### config.mk
export PLATFORM = sky130hd
export DESIGN_NAME = rfcc_frame_track
export DESIGN_NICKNAME = d
export VERILOG_FILES = /design/src/sv/rfcc_pkg.sv /design/src/sv/rfcc_frame_track.sv
export SDC_FILE = /design/constraint.sdc
export NUM_CORES = 1
export LEC_CHECK = 0
export BUFFER_PORTS_ARGS = -buffer_cell sky130_fd_sc_hd__buf_4
export CAP_MARGIN = 20
export CORE_MARGIN = 3
export CORE_UTILIZATION = 61
export DETAILED_ROUTE_END_ITERATION = 8
export PLACE_DENSITY = 0.92
export SLEW_MARGIN = 25
export SYNTH_ARGS = -nofsm -noshare
export SYNTH_HDL_FRONTEND = slang
export SYNTH_SLANG_ARGS = --single-unit
### constraint.sdc
create_clock -name clk -period 5.9 [get_ports clk]
set_input_delay 0.295 -clock clk [delete_from_list [all_inputs] [get_ports clk]]
set_output_delay 0.295 -clock clk [all_outputs]
set_load 0.02 [all_outputs]
### src/sv/rfcc_pkg.sv
// ----------------------------------------------------------------------------
// rfcc_pkg
// Shared types, status codes and the CRC-16 byte step for the RTU frame
// checker.
// ----------------------------------------------------------------------------
package rfcc_pkg;

  // Result status codes
  typedef enum logic [2:0] {
    ST_ACCEPTED  = 3'd0,
    ST_IGNORED   = 3'd1,
    ST_BAD_CRC   = 3'd2,
    ST_TOO_SHORT = 3'd3,
    ST_TOO_LONG  = 3'd4
  } rfcc_status_t;

  localparam int unsigned LEN_W = 9;

  // Reflected CRC-16/MODBUS polynomial and start value
  localparam logic [15:0] CRC_POLY = 16'hA001;
  localparam logic [15:0] CRC_INIT = 16'hFFFF;

  // One verdict for a finished frame
  typedef struct packed {
    rfcc_status_t     status;
    logic [LEN_W-1:0] frame_length;
  } rfcc_result_t;

  // Advance the CRC by one byte, LSB first
  function automatic logic [15:0] crc_byte(input logic [15:0] crc, input logic [7:0] b);
    logic [15:0] c;
    c = crc ^ {8'h00, b};
    for (int k = 0; k < 8; k++) begin
      if (c[0]) begin
        c = (c >> 1) ^ CRC_POLY;
      end else begin
        c = c >> 1;
      end
    end
    return c;
  endfunction

endpackage

### src/sv/rfcc_frame_track.sv
// ----------------------------------------------------------------------------
// rfcc_frame_track
// Per-frame state: byte count, address match, two-byte CRC delay line and
// running CRC. Produces a verdict on the item that ends a frame.
// ----------------------------------------------------------------------------
module rfcc_frame_track
  import rfcc_pkg::*;
#(
  parameter int unsigned MAX_FRAME_BYTES = 256
) (
  input  logic         clk,
  input  logic         rst,
  input  logic         accept,
  input  logic [7:0]   data_byte,
  input  logic         frame_end,
  input  logic [7:0]   own_address,
  output logic         result_load,
  output rfcc_result_t result
);

  // Count saturates at MAX_FRAME_BYTES + 1
  localparam int unsigned CNT_W = $clog2(MAX_FRAME_BYTES + 2);
  localparam logic [CNT_W-1:0] CNT_MAX = CNT_W'(MAX_FRAME_BYTES);

  logic [15:0]      crc;          // natural (unswapped) CRC value
  logic [7:0]       held0;        // older of the two held bytes
  logic [7:0]       held1;
  logic [CNT_W-1:0] byte_count;
  logic             mismatch;

  logic [15:0]      crc_next;
  logic [CNT_W-1:0] count_next;
  logic             mismatch_next;
  logic [CNT_W-1:0] len_sat;

  // Next-state values for this byte
  always_comb begin
    mismatch_next = (byte_count == '0)
                  ? ((data_byte != own_address) && (data_byte != 8'h00))
                  : mismatch;
    crc_next   = (byte_count >= CNT_W'(2)) ? crc_byte(crc, held0) : crc;
    count_next = (byte_count <= CNT_MAX) ? byte_count + CNT_W'(1) : byte_count;
    len_sat    = (count_next > CNT_MAX) ? CNT_MAX : count_next;
  end

  // Verdict, by precedence: ignored, short, long, CRC
  always_comb begin
    result_load         = accept && frame_end;
    result.frame_length = LEN_W'(len_sat);
    if (mismatch_next) begin
      result.status = ST_IGNORED;
    end else if (count_next < CNT_W'(3)) begin
      result.status = ST_TOO_SHORT;
    end else if (count_next > CNT_MAX) begin
      result.status = ST_TOO_LONG;
    end else if (crc_next == {data_byte, held1}) begin
      result.status = ST_ACCEPTED;
    end else begin
      result.status = ST_BAD_CRC;
    end
  end

  // State update; frame end returns everything to the start values
  always_ff @(posedge clk) begin
    if (rst || (accept && frame_end)) begin
      crc        <= CRC_INIT;
      held0      <= 8'h00;
      held1      <= 8'h00;
      byte_count <= '0;
      mismatch   <= 1'b0;
    end else if (accept) begin
      crc        <= crc_next;
      held0      <= held1;
      held1      <= data_byte;
      byte_count <= count_next;
      mismatch   <= mismatch_next;
    end
  end

endmodule

# Word-level counts from Yosys, hierarchy flattened
# Cells that the tools add are included.
# Widths: inputs -> output; s select.
dict set report totals {
  reg_bits 42
  inputBits 20
  output_inout_bits 13
  word_cells 42
}
dict set report classes {
  n_addsub 1
  order_cmp 4
  n_eq_ne 2
  muxes 16
  bitwise 9
  reduce_logical 5
}
# op n
set op_table {}
lappend op_table {{$mux 16} 9}
lappend op_table {{$not 2->3} 8}
lappend op_table {{$mux 9} 2}
lappend op_table {{$eq 16x16->1} 1}
lappend op_table {{$xor 16x8->16} 1}
lappend op_table {{$add 9x1->9 const B} 1}
lappend op_table {{$ge 9x2->1 const B} 1}
lappend op_table {{$gt 9x9->1 const B} 1}
lappend op_table {{$le 9x9->1 const B} 1}
lappend op_table {{$logic_not 9->1} 1}
lappend op_table {{$lt 9x2->1 const B} 1}
lappend op_table {{$mux 3} 3}
lappend op_table {{$ne 8x8->1} 1}
lappend op_table {{$reduce_bool 8->1} 1}
lappend op_table {{$logic_and 1x1->1} 2}
lappend op_table {{$mux 2} 1}
lappend op_table {{$logic_or 1x1->1} 1}
lappend op_table {{$mux 1} 1}

# Depth between registers and ports, before layout
dict set report logic_depth {
  word_depth 23
  mapped_depth 12
  mapped_depth_nobuf 9
}

# Least setup slack after synthesis
# Ideal clock, no wire load.
dict set report synth_path {
  kind {reg-to-output}
  start {register byte_count[5]}
  end {output result[9] in the netlist's numbering}
  t_arrival_ps 2633
  required_ps 5605
  slack_ps 2972
  path_stages_with_launch 10
  path_buffers 2
  path_cell_list {dfxtp_1 > buf_6 > or3_4 > buf_6 > o41ai_2 > nand2_1 > mux2_2 > nor2_2 > o21ai_0 > o21ai_0}
}
# element line_no
set synth_rtl {}
lappend synth_rtl {{start: declaration} rfcc_frame_track.sv:28} ;# logic [CNT_W-1:0] byte_count;
lappend synth_rtl {{start signal: assignment} rfcc_frame_track.sv:75} ;# byte_count <= count_next;
lappend synth_rtl {{end: declaration} rfcc_frame_track.sv:18} ;# output rfcc_result_t result

==> run_results.csv <==
group,metric,value,unit
power,total_leakage_power,1.38,nW
power,power,0.665,mW
drt,wl_per_cell,16.3,um
synth,synth_edf_count,0,
worst_hold_path,min_path_type,"input pin to flop",
die,die_area,0.00531,mm^2
setup_path,worstPathRequired,5610,ps
cts,path_clk_slew,90,ps
timing,hold_viol,0,
setup_path,worstPathCellList,"or3_4 -> o41ai_2 -> nand2_1 -> mux2_2 -> nor2_2 -> nand4_1 -> a32o_1 -> nand2_1 -> buf_4",
drt,drtIter0Drc,229,
finish,nNetsFinal,354,
cts,clock_path_buffers,2,
power,p_per_area,219,mW/mm^2
timing,rsz0062_at_grt,"no",
drt,dr.pass1.iters,4,
die,die-height,72.8,um
status,status,"finished, final reports clean",
finish,antenna_cells,0,
placed_design,gp_congestion,0.873,
die,die_w,72.8,um
die,rows,23,
setup_path,critPathMaxStageDelay,730,ps
die,io_pins,33,
placed_design,io_buffers,32,
cts,cts_htree_levels,2,
timing,min_period,3490,ps
setup_path,rr_worst_depth,5,
timing,setup_viol,0,
setup_path,worstPathArrival,3200,ps
synth,ys_async_sr_fraction,0,
die,core_area,0.00414,mm^2
setup_path,cp_slowest_cell,"o41ai_2",
setup_path,r2r-start,"byte_count[8]$_SDFFE_PP0P_",
setup_path,worst-path-max-fanout,10,
cts,cts_tree,"done",
cts,ctsHoldBuffers,0,
synth,synth_area_leaders,"dfxtp_1 31%, mux2i_1 12%, xor2_1 9.3%",
cts,clock_sinks,42,
synth,ys_ff_latch,42,
placed_design,dp_hpwl,4.42,mm
drt,drc,0,
synth,synthDominantCellAreaShare,0.309,
synth,seq_area_frac_synth,0.309,
cts,numCtsBuffers,5,
timing,final.period_utilization,0.592,
worst_hold_path,hp-start,"data_byte[5]",
cts,ctsRootBufferMaster,"clkbuf_8",
die,start_util,0.658,
setup_path,regToRegEndpoint,"crc[2]$_SDFFE_PP1P_",
synth,yosysWarnings,0,
global_route,antenna_found_initial,0,
cts,worst_skew_pair.late_latency,300,ps
setup_path,critical_path_class,"flop to primary output",
synth,ys_types,47,
power,ir_drop,153,uV
cts,cts_resized,0,
global_route,grt_usage,0.247,
timing,slew_viol_final,0,
synth,syn-cell-area,0.00273,mm^2
finish,area_growth,11.2,%
setup_path,cp_common_cell,"nand2_1",
global_route,grt_pass1_wl,10.3,mm
drt,antenna_left,0,
synth,yosysTopAreaCell,"dfxtp_1",
timing,fmax,286,MHz
global_route,grt_max_degree,36,
setup_path,end_kind,"primary output",
timing,clock_skew,6.32,ps
timing,max-slew-margin-rel,0.397,
global_route,globalRouteOverflowTotal,0,
worst_hold_path,hold_depth,3,
synth,avgSynthCellArea,8.71,um^2
synth,postSynthCellCount,313,
setup_path,rrSetupSlack,3170,ps
synth,synth_flop_cell,"dfxtp_1",
setup_path,critPathLaunchType,"flop",
global_route,first_global_vias,2193,
timing,worst_pin_slew,895,ps
drt,via_count,2287,
drt,vias_per_cell,5.99,
cts,post_cts_buffers,0,
timing,fin_tns_setup,0,ps
worst_hold_path,min_to,"held1[5]$_SDFFE_PP0P_",
synth,syn-num-nets,336,
finish,layout-drive-gt1-share,0.154,
flow_run,cap_viol_max_count,0,
drt,wl,6.21,mm
[layer usage]
layer  wire, um  part of all wire  up-vias  global-route usage
li1           -                 -     1108                   -
met1       2740              0.44     1076               0.316
met2       2880              0.46       90               0.417
met3        522             0.084       13              0.0647
met4         72             0.012        0              0.0553
met5          0                 0        -                   0
[registers in the layout, indices dropped and copies added, names as in the netlist]
| signal | flops |
|---|---|
| held0 | 8 |
| crc | 16 |
| byte_count | 9 |
| held1 | 8 |
| mismatch | 1 |
[synth_stat cells, drive strengths merged, types with 2 or more instances]
library cell and count:
inv 3, nor2 43, a31oi 2, nand4 6, xnor2 28, o211ai 7, nor4 4, o21ai 7
clkbuf 12, xor2 29, mux2i 34, nand2 29, nor3 2, ha 3, and3 2, or3 2
mux2 2, a211oi 2, or4 2, nand2b 3, nand3 14, dfxtp 42, a21oi 5, xnor3 3
buf 9, and2 5
[worst max path at each step]
stage,start,slack (ps),to,depth (start not counted)
4_1_cts,byte_count[5]$_SDFFE_PP0P_,2410,result[10],9
6_report,byte_count[5]$_SDFFE_PP0P_,2410,result[10],9
3_3_place_gp,byte_count[5]$_SDFFE_PP0P_,2860,result[10],9
3_5_place_dp,byte_count[5]$_SDFFE_PP0P_,2780,result[10],9
2_1_floorplan,byte_count[5]$_SDFFE_PP0P_,2970,result[9],9
5_1_grt,byte_count[5]$_SDFFE_PP0P_,2190,result[10],9
[logic make-up after synthesis]
kind of cell,Yosys count,synth area share
mux,36,0.135
fa+ha+maj,3,0.0138
buf+inv,24,0.0468
xor+xnor,60,0.208
flops,42,0.309
simple gates,117,0.208
compound gates,31,0.0799
[through the flow]
step	hold slack (ps)	area, um^2	utilization	worst slack (ps)	instances
global route	308	3030	0.732	2190	382
CTS	277	3030	0.731	2410	382
global placement	466	2910	0.703	2860	374
floorplan	443	2730	-	2970	313
finish	279	3030	0.732	2410	382
detailed placement	474	2910	0.703	2780	374
[critical path: cells and delay by family (launching register included)]
kind	cells	cell delay [ps]
AND/OR/NAND/NOR	5	1050
AO/OA/AOI/OAI	2	970
flip-flops	1	420
multiplexers	1	320
buffers and inverters	1	150
[report_power, final]
group / switching, mW / total, mW / internal [mW]
Sequential: 0.00912 / 0.300 / 0.291
Combinational: 0.0697 / 0.127 / 0.0568
Clock: 0.109 / 0.238 / 0.129
[area by class of cell]
type | instances | area [um^2]
Clock buffer | 5 | 68.8
Clock inverter | 3 | 48.8
Fill cell | 321 | 1110
Inverter | 3 | 11.3
Multi-Input combinational cell | 247 | 1760
Sequential cell | 42 | 841
Tap cell | 50 | 62.6
Timing Repair Buffer | 32 | 240
[cells in the final DEF (no fill, tap or decap), types with 2 or more instances in the layout]
master	instances
inv_1	3
nor2_2	2
mux2_2	2
xor2_1	29
a21oi_1	5
dfxtp_1	42
a31oi_1	2
clkbuf_8	5
nand2_1	29
buf_4	32
nor3_1	2
nand2b_1	3
nor2_1	41
mux2i_1	33
and3_1	2
nor4_2	2
xnor3_1	3
xnor2_1	28
nand3_1	14
nor4_1	2
o211ai_1	7
o21ai_0	7
nand4_1	6
a211oi_1	2
ha_1	3
and2_1	5
No activity file was read; power rests on OpenSTA's default activity.
